===== src/rtl/wbs_pkg.sv =====
// ----------------------------------------------------------------------------
// wbs_pkg: shared types and constants of the write-back save scheduler
// Holds operation codes, status codes, item and result structures and the
// sequencer states.
// ----------------------------------------------------------------------------
package wbs_pkg;

  localparam int OWNER_SLOTS = 16;
  localparam int SLOT_W      = $clog2(OWNER_SLOTS);
  localparam int QDEPTH      = 2;
  localparam int QPTR_W      = $clog2(QDEPTH);
  localparam int CNT_W       = $clog2(OWNER_SLOTS + 1);

  localparam logic [31:0] AGE_FLUSH_RST    = 32'd30000;
  localparam logic [31:0] MIN_INTERVAL_RST = 32'd5000;
  localparam logic [15:0] CHANGE_THR_RST   = 16'd64;
  localparam logic [4:0]  IN_FLIGHT_RST    = 5'd4;
  localparam logic [4:0]  CREDIT_MAX       = 5'd16;
  localparam logic [31:0] M32              = 32'hFFFF_FFFF;

  // input kind codes
  localparam logic [2:0] KIND_OPEN     = 3'd0;
  localparam logic [2:0] KIND_DIRTY    = 3'd1;
  localparam logic [2:0] KIND_FLUSH    = 3'd2;
  localparam logic [2:0] KIND_CAPTURE  = 3'd3;
  localparam logic [2:0] KIND_SCAN     = 3'd4;
  localparam logic [2:0] KIND_COMPLETE = 3'd5;

  // result status codes
  localparam logic [2:0] ST_OK      = 3'd0;
  localparam logic [2:0] ST_NOSLOT  = 3'd1;
  localparam logic [2:0] ST_REFUSED = 3'd2;
  localparam logic [2:0] ST_STALE   = 3'd3;
  localparam logic [2:0] ST_REVEXH  = 3'd4;

  // configuration register indexes
  localparam logic [1:0] CFG_AGE       = 2'd0;
  localparam logic [1:0] CFG_INTERVAL  = 2'd1;
  localparam logic [1:0] CFG_THRESHOLD = 2'd2;
  localparam logic [1:0] CFG_LIMIT     = 2'd3;

  typedef enum logic [2:0] {
    OP_OPEN, OP_DIRTY, OP_FLUSH, OP_CAPTURE, OP_SCAN, OP_COMPLETE, OP_BAD
  } op_t;

  typedef enum logic [2:0] {
    S_IDLE, S_EVAL, S_EXEC, S_SCAN_CHK, S_SCAN_STEP, S_SCAN_END
  } state_t;

  typedef struct packed {
    op_t         op;
    logic [3:0]  slot;
    logic [31:0] now_ms;
    logic [7:0]  change_count;
    logic        final_save;
    logic [4:0]  scan_budget;
    logic [31:0] gen_in;
    logic [31:0] rev_in;
    logic        success;
  } item_t;

  typedef struct packed {
    logic [2:0]  status;
    logic [3:0]  slot;
    logic [31:0] gen;
    logic [31:0] rev;
  } result_t;

  typedef struct packed {
    logic [31:0] age_flush_ms;
    logic [31:0] min_interval_ms;
    logic [15:0] change_threshold;
    logic [4:0]  in_flight_limit;
  } cfg_t;

  typedef struct packed {
    logic       idle;
    logic [4:0] outstanding;
  } back_stat_t;

endpackage


===== src/rtl/wbs_front.sv =====
// ----------------------------------------------------------------------------
// wbs_front: command intake
// Accepts items, decodes the kind and queues them for the back end.
// ----------------------------------------------------------------------------
module wbs_front (
  input  logic           clk,
  input  logic           rst_n,
  input  logic           start,
  output logic           busy,
  input  logic [2:0]     in_kind,
  input  logic [3:0]     in_slot,
  input  logic [31:0]    in_now_ms,
  input  logic [7:0]     in_change_count,
  input  logic           in_final_save,
  input  logic [4:0]     in_scan_budget,
  input  logic [31:0]    in_gen_in,
  input  logic [31:0]    in_rev_in,
  input  logic           in_success,
  output logic           q_valid,
  output wbs_pkg::item_t q_item,
  input  logic           q_pop
);
  import wbs_pkg::*;

  item_t               mem_r [QDEPTH];
  logic [QPTR_W-1:0]   wp_r, rp_r;
  logic [QPTR_W:0]     cnt_r;
  logic                push;
  item_t               dec;

  always_comb begin
    dec = '0;
    case (in_kind)
      KIND_OPEN:     dec.op = OP_OPEN;
      KIND_DIRTY:    dec.op = OP_DIRTY;
      KIND_FLUSH:    dec.op = OP_FLUSH;
      KIND_CAPTURE:  dec.op = OP_CAPTURE;
      KIND_SCAN:     dec.op = OP_SCAN;
      KIND_COMPLETE: dec.op = OP_COMPLETE;
      default:       dec.op = OP_BAD;
    endcase
    dec.slot         = in_slot;
    dec.now_ms       = in_now_ms;
    dec.change_count = in_change_count;
    dec.final_save   = in_final_save;
    dec.scan_budget  = in_scan_budget;
    dec.gen_in       = in_gen_in;
    dec.rev_in       = in_rev_in;
    dec.success      = in_success;
  end

  assign busy    = (cnt_r == (QPTR_W+1)'(QDEPTH));
  assign push    = start && !busy;
  assign q_valid = (cnt_r != '0);
  assign q_item  = mem_r[rp_r];

  always_ff @(posedge clk) begin
    if (push) begin
      mem_r[wp_r] <= dec;
    end
  end

  always_ff @(posedge clk) begin
    if (!rst_n) begin
      wp_r  <= '0;
      rp_r  <= '0;
      cnt_r <= '0;
    end else begin
      if (push) begin
        wp_r <= wp_r + 1'b1;
      end
      if (q_pop) begin
        rp_r <= rp_r + 1'b1;
      end
      cnt_r <= cnt_r + (QPTR_W+1)'(push) - (QPTR_W+1)'(q_pop);
    end
  end

endmodule


===== config.mk =====
export PLATFORM = sky130hd
export DESIGN_NAME = wbs_front
export DESIGN_NICKNAME = d
export VERILOG_FILES = /design/src/rtl/wbs_pkg.sv /design/src/rtl/wbs_front.sv
export SDC_FILE = /design/constraint.sdc
export NUM_CORES = 1
export LEC_CHECK = 0
export BUFFER_PORTS_ARGS = -buffer_cell sky130_fd_sc_hd__buf_2
export CORE_ASPECT_RATIO = 0.7
export CORE_MARGIN = 5
export CORE_UTILIZATION = 47
export CTS_CLUSTER_DIAMETER = 40
export DETAILED_ROUTE_END_ITERATION = 10
export PLACE_DENSITY = 0.8
export SYNTH_ARGS = -nofsm -noshare
export SYNTH_HDL_FRONTEND = slang
export SYNTH_SLANG_ARGS = --single-unit

===== constraint.sdc =====
create_clock -name clk -period 5.5 [get_ports clk]
set_input_delay 0 -clock clk [delete_from_list [all_inputs] [get_ports clk]]
set_output_delay 0 -clock clk [all_outputs]
set_load 0.01 [all_outputs]

==> summary.md, run 1 <==
| Metric | Value |
|---|---|
| Clk buf depth | `3` |
| Root Driver | `clkbuf_16` |
| Measured slew at the worst slew-check pin | `943 ps` |
| Worst EP arrival | `~2900 ps` |
| H-tree levels | `1` |
| Crit-path cells | `buf_4 > mux2_2 > buf_2` |
| Routed Antenna Nets | `0` |
| Final Util | `67.7%` |
| I/O pin count | `242` |
| Hold crit path type | `input port to flip-flop` |
| Antenna violations before repair | `0` |
| Gpl congestion | `0.743` |
| Full die area | `about 22,000 um^2` |
| Final Hold Fails | `0` |
| Worst path max stage delay | `870 ps` |
| Post-Layout Cell Count | `between 1,000 and 1,500` |
| Share of post-route cells with drive strength above 1 | `51.3%` |
| Critical path required time | `5500 ps` |
| Max Slew Vio Count | `0` |
| CTS tree | `yes` |
| Critical Path Start Type | `flip-flop` |
| Grt total ovfl | `0` |
| Fin Clk Skew | `7.57 ps` |
| Die X | `approximately 170 um` |
| DRC viols | `0` |
| Initial DRC Count | `290` |
| Ant. Diodes | `0` |
| Syn avg cell area | `roughly 22 um^2` |
| Sinks on Clock Net | `approximately 240` |
| CP Class | `flip-flop to output port` |
| # rows | `41` |
| Setup TNS | `0 ps` |
| CP Max Fanout | `60` |
| Routed length per instance | `19.0 um` |
| Initial cell density of the core | `between 40% and 50%` |
| Clk slew on worst S/H paths | `around 60 ps` |
| Via count | `5,020` |
| Vias in the first global route | `5,614` |
| Synth top area share | `80.3%` |
| Drt first pass iters | `4` |
| Placed cells | `862` |
| Buf+Inv Stages, Crit Path | `2` |
| Final setup violation count | `0` |
| Sw Share | `22.8%` |
| Number of synthesized flops with an enable pin | `236` |
| Post-CTS sizing | `0` |
| Critical path endpoint category | `output port` |
| Achievable Freq | `0.349 GHz` |
| Netlist cell types | `20` |
| Detailed Place HPWL | `11.6 mm` |
| Leading area contributor after synthesis | `edfxtp_1` |
| Leak | `between 4 and 5 nW` |
| GRT Overall Usage | `17.4%` |
| Setup Fix Bufs, Post-CTS | `0` |
| Synthesized cell area | `8820 um^2` |
| Synth-to-layout area growth | `39.8%` |
| PwrDens | `382 nW/um^2` |
| Power consumption | `roughly 4.7 mW` |
| RSZ-0062 raised after global routing | `false` |
| Largest cells by area after synthesis | `edfxtp_1 (80%), mux2_2 (13%), mux2_4 (3.4%)` |
| Vias per inst | `roughly 4.9` |
| Yosys warning count | `0` |
| Routed WL | `between 15 and 20 mm` |
| Worst rel slew slack | `a little under two fifths` |
| Placement Cell Area | `10,300 um^2` |
| Vert. Die Dim | `about 120 um` |
| Pint | `roughly 3.6 mW` |
| Sequential area share after synthesis | `81.4%` |
| Number of CTS-inserted buffers | `25` |
| Primary FF master, synth | `edfxtp_1` |
| Max stage delay cell, worst path | `dfxtp_4` |
| Fin crit period | `2860 ps` |
| Core Box Area | `18,200 um^2` |
| Skew-Pair Late Insertion Delay | `500 ps` |
| Synth Register Bits | `241` |
| NetSw | `approximately 1.1 mW` |
| Clk network pwr share | `between 30% and 40%` |
| Asr flop ratio synth | `0%` |
| Status | `complete, no violations` |
| Fill cells | `1,145` |
| Net Count, Synth | `520` |
| Max cap viols | `0` |
| First-pass GRT wire length | `approximately 30 mm` |
| Final nets | `898` |
| Pin count of the biggest net entering global routing | `70` |
| Crit share post-route | `52.1%` |
| Comb power frac | `around 14%` |
| IR drop worst, VDD | `0.000238 V` |
| Design area | `12,300 um^2` |
| Sequential power share | `about half` |
| Crit path max-delay family | `buffers and inverters` |
| Synth Instances | `396` |
| Number of port buffers | `241` |
| Hold-fix buffers, CTS | `121` |
## flip-flops by register name, indices dropped and copies added, names as in the netlist, named ones only
register,cells
rp_r,1
wp_r,1
cnt_r,2
mem_r,236
## per-stage QoR
| step | setup WS [ps] | hold WS, ps |
|---|---|---|
| final | 2640 | 219 |
| after global routing | 2500 | 204 |
| after global placement | 3080 | 188 |
| after detailed placement | 2990 | 191 |
| after CTS | 2620 | 190 |
| after floorplan | 1430 | 98.9 |
## placed cells by master, fill, tap and decap left out, drive strengths merged
| cell | count |
|---|---|
| a21boi | 1 |
| nand2 | 2 |
| clkbuf | 27 |
| dlygate4sd3 | 121 |
| and3 | 1 |
| dfxtp | 5 |
| mux2 | 118 |
| buf | 245 |
| mux2i | 1 |
| and2 | 2 |
| bufinv | 5 |
| nor3 | 1 |
| edfxtp | 236 |
| inv | 5 |
| ha | 2 |
| xnor2 | 1 |
| nor2 | 4 |
| nand2b | 2 |
| or2 | 1 |
| clkinv | 9 |
| xor2 | 1 |
## area by class of cell
| type | instances | area (um^2) | share of cell area (%) |
|---|---|---|---|
| clock buffers | 27 | 633 | 5.13 |
| clock inverters | 16 | 216 | 1.75 |
| inverters | 3 | 11.3 | 0.0913 |
| flip-flops and latches | 241 | 7190 | 58.3 |
| well taps | 236 | 295 | 2.39 |
| repair buffers | 366 | 2450 | 19.8 |
| multi-input cells | 137 | 1540 | 12.5 |
## cell usage after synthesis, types with 2 or more instances
master    instances
dfxtp_1           5
nor2_1            4
buf_6             4
mux2_4           20
mux2_2           98
ha_1              2
nand2_1           2
nand2b_1          2
edfxtp_1        236
and2_1            2
inv_1             3
buf_2             9
clkbuf_1          2
## final timing paths
| path | startpoint | to | slack [ps] | depth (start not counted) |
|---|---|---|---|---|
| hold / removal | in_gen_in[29] | mem_r[1][62] | 220 | 2 |
| setup / recovery | flip-flop | q_item[0] | 2640 | 3 |
| hold reg to reg | rp_r | flip-flop | 520 | 2 |
| setup reg to reg | cnt_r[0] | mem_r[1][2] | 2990 | 3 |
## metal layers
metal	vias up	part of all wire [%]	GRT usage (%)
met5	-	0	0
met4	0	2.5	4.33
met3	39	6.9	4.88
met2	195	52	31.3
met1	2469	39	20.9
li1	2317	-	-
## power by group through the flow
stage / clock network, mW / registers (mW) / logic [mW]
after floorplan: 0 / 2.33 / 0.367
after global placement: 0 / 2.33 / 0.592
after detailed placement: 0 / 2.35 / 0.606
after CTS: 1.76 / 2.31 / 0.677
after global routing: 1.85 / 2.32 / 0.726
final: 1.73 / 2.31 / 0.676
## cells by family (layout without fill, tap and decap cells)
family                     Yosys count  in the layout  share of synthesized area [%]
xor gates and xnor gates             2              2                          0.199
buffers and inverters               18            412                           1.23
adders and majority gates            2              2                          0.284
AOI/OAI and AO/OA                    1              1                         0.0851
DFF                                241            241                           81.4
muxes                              119            119                           16.0
and+or+nand+nor                     13             13                          0.737
Power figures use the tool's default switching activity.
==> run 2: changes to the inputs <==
==> constraint.sdc (replaced) <==
create_clock -name clk -period 2.39 [get_ports clk]
set_input_delay 0 -clock clk [delete_from_list [all_inputs] [get_ports clk]]
set_output_delay 0 -clock clk [all_outputs]
set_load 0.01 [all_outputs]
==> summary.md, run 2 (synthesis gave the netlist of run 1 again) <==
| Metric | Value |
|---|---|
| Clk slew on worst S/H paths | `60 ps (about the same)` |
| Core Box Area | `18,200 um^2 (unchanged)` |
| Number of CTS-inserted buffers | `26 (was 25)` |
| Design area | `12,500 um^2 (was 12,300 um^2)` |
| H-tree levels | `1 (unchanged)` |
| Max reg flops | `236 (unchanged)` |
| Grt total ovfl | `0 (unchanged)` |
| Placed cells | `864 (was 862)` |
| R2r worst-path depth | `8 (was 3)` |
| Max Slew Vio Count | `0 (unchanged)` |
| Crit-path cells | `buf_12 > mux2_2 > buf_2 (was buf_4 > mux2_2 > buf_2)` |
| Worst rel slew slack | `73.5% (was 37.1%)` |
| Final setup violation count | `0 (unchanged)` |
| Critical path endpoint category | `output port (unchanged)` |
| Vert. Die Dim | `125 um (unchanged)` |
| Hold crit path type | `input port to flip-flop (unchanged)` |
| CP Max Fanout | `60 (unchanged)` |
| Full die area | `21,700 um^2 (unchanged)` |
| CTS tree | `yes (unchanged)` |
| Routed length per instance | `19.0 um (about the same)` |
| Worst path max stage delay | `390 ps (was 870 ps)` |
| Measured slew at the worst slew-check pin | `398 ps (was 943 ps)` |
| # rows | `41 (unchanged)` |
| I/O pin count | `242 (unchanged)` |
| Pin count of the biggest net entering global routing | `61 (was 70)` |
| First-pass GRT wire length | `30.6 mm (was 30.5 mm)` |
| Post-CTS sizing | `0 (unchanged)` |
| Status | `complete, no violations (unchanged)` |
| Crit path max-delay family | `buffers and inverters (unchanged)` |
| CP Class | `flip-flop to output port (unchanged)` |
| Fin crit period | `between 1500 and 2000 ps` |
| Crit share post-route | `74.8%` |
| Top Registers | `mem_r x236, cnt_r x2 (unchanged)` |
| Setup TNS | `0 ps (unchanged)` |
| GRT Overall Usage | `17.6% (was 17.4%)` |
| Hold-critical path depth | `2 (unchanged)` |
| Worst EP arrival | `1790 ps (was 2860 ps)` |
| PwrDens | `877 nW/um^2 (was 382 nW/um^2)` |
| Die X | `174 um (unchanged)` |
| Most frequent cells in the layout | `buf_2 (241), edfxtp_1 (236), dlygate4sd3_1 (121), mux2_2 (98), clkbuf_16 (27) (was buf_2 (241), edfxtp_1 (236), dlygate4sd3_1 (121), mux2_2 (98), clkbuf_16 (25))` |
| Placement Cell Area | `10,400 um^2 (was 10,300 um^2)` |
| Routed Antenna Nets | `0 (unchanged)` |
| Most common cell after layout, fill and taps aside | `buf_2 (unchanged)` |
| Drt first pass iters | `4 (unchanged)` |
| RSZ-0062 raised after global routing | `false (unchanged)` |
| Routed WL | `19.6 mm (was 19.5 mm)` |
| Sinks on Clock Net | `241 (unchanged)` |
| Vias per inst | `4.93 (was 4.89)` |
| DRC viols | `0 (unchanged)` |
| Detailed Place HPWL | `12.1 mm (was 11.6 mm)` |
| Gpl congestion | `0.769 (was 0.743)` |
| Setup Fix Bufs, Post-CTS | `0 (unchanged)` |
| Buf+Inv Stages, Crit Path | `2 (unchanged)` |
| Hold Slack | `216 ps (was 219 ps)` |
| Synth-to-layout area growth | `41.6% (was 39.8%)` |
| Max stage delay cell, worst path | `mux2_2 (was dfxtp_4)` |
| IR drop worst, VDD | `0.000695 V (was 0.000238 V)` |
| Leak | `4.80 nW (was 4.74 nW)` |
| Final Hold Fails | `0 (unchanged)` |
| Critical Path Start Type | `flip-flop (unchanged)` |
| Antenna violations before repair | `1 (was 0)` |
| Share of post-route cells with drive strength above 1 | `52.6% (was 51.3%)` |
| Number of port buffers | `241 (unchanged)` |
| Skew-Pair Late Insertion Delay | `510 ps (was 500 ps)` |
| Hold-fix buffers, CTS | `121 (unchanged)` |
| Final nets | `901 (was 898)` |
| Clk buf depth | `3 (unchanged)` |
| Reg with most FFs | `mem_r (unchanged)` |
| Initial cell density of the core | `48.5% (unchanged)` |
| Max cap viols | `0 (unchanged)` |
| Critical path depth in cells | `3 (unchanged)` |
| Achievable Freq | `about 0.56 GHz` |
| Initial DRC Count | `243 (was 290)` |
| Vias in the first global route | `5,677 (was 5,614)` |
| Critical path required time | `2390 ps (was 5500 ps)` |
| Post-Layout Cell Count | `1,033 (was 1,026)` |
| Via count | `5,093 (was 5,020)` |
| Root Driver | `clkbuf_16 (unchanged)` |
| Fill cells | `1,144 (was 1,145)` |
| Fin Clk Skew | `18.8 ps (was 7.57 ps)` |
-- run 2: cell count changes in the layout (fill, tap and decap cells not counted), moves of 2 or more --
cell / change
bufinv_16: -2
clkbuf_1: -2
buf_4: -4
clkbuf_16: +2
buf_12: +6
clkinv_4: +7
clkinv_1: -3
clkinv_2: +2
inv_6: -2
-- run 2: worst paths after layout --
check / start / to / slack (ps)
max: flip-flop / q_item[27] / 600
min: in_now_ms[3] / mem_r[1][82] / 220
max reg2reg: cnt_r[0] / cnt_r[1] / 830
min reg2reg: rp_r / rp_r / 530
-- run 2: routing by layer --
metal	up-vias	global-route usage (%)	share of wire [%]
met2	223	31.1	51
met5	-	0	0
li1	2340	-	-
met4	0	4.37	2.0
met3	31	4.58	7.4
met1	2499	21.7	39
-- run 2: report_power, final --
| part | total (mW) | switching (mW) | leakage, nW | internal (mW) |
|---|---|---|---|---|
| logic | 1.65 | 0.853 | 2.11 | 0.797 |
| clock network | 4.04 | 1.62 | 0.449 | 2.42 |
| registers | 5.27 | 0.111 | 2.24 | 5.16 |
-- run 2: through the flow --
stage          utilization, %  worst slack [ps]  power (mW)
4_1_cts                  68.6               580        11.1
3_5_place_dp             57.0               830        6.84
2_1_floorplan               -              -283        6.19
6_report                 68.6               603        11.0
5_1_grt                  68.6               529        11.4
3_3_place_gp             57.0               909        6.77
-- run 2: area by class of cell --
cell class / instances / area, um^2 / share of cell area, %
tap: 236 / 295 / 2.36
clock buffer: 27 / 676 / 5.41
timing repair buffer: 368 / 2540 / 20.3
multi-input combinational: 137 / 1560 / 12.5
sequential: 241 / 7190 / 57.5
inverter: 3 / 11.3 / 0.0901
antenna: 1 / 2.50 / 0.0200
clock inverter: 20 / 226 / 1.81
-- run 2: worst register-to-register path: stages (launching register included) --
cell and delay, ps:
dfxtp_2 340, nand2b_4 150, nand2_4 70, ha_1 270, inv_1 40, ha_1 190
xor2_1 160, and2_1 160, nor3_1 120
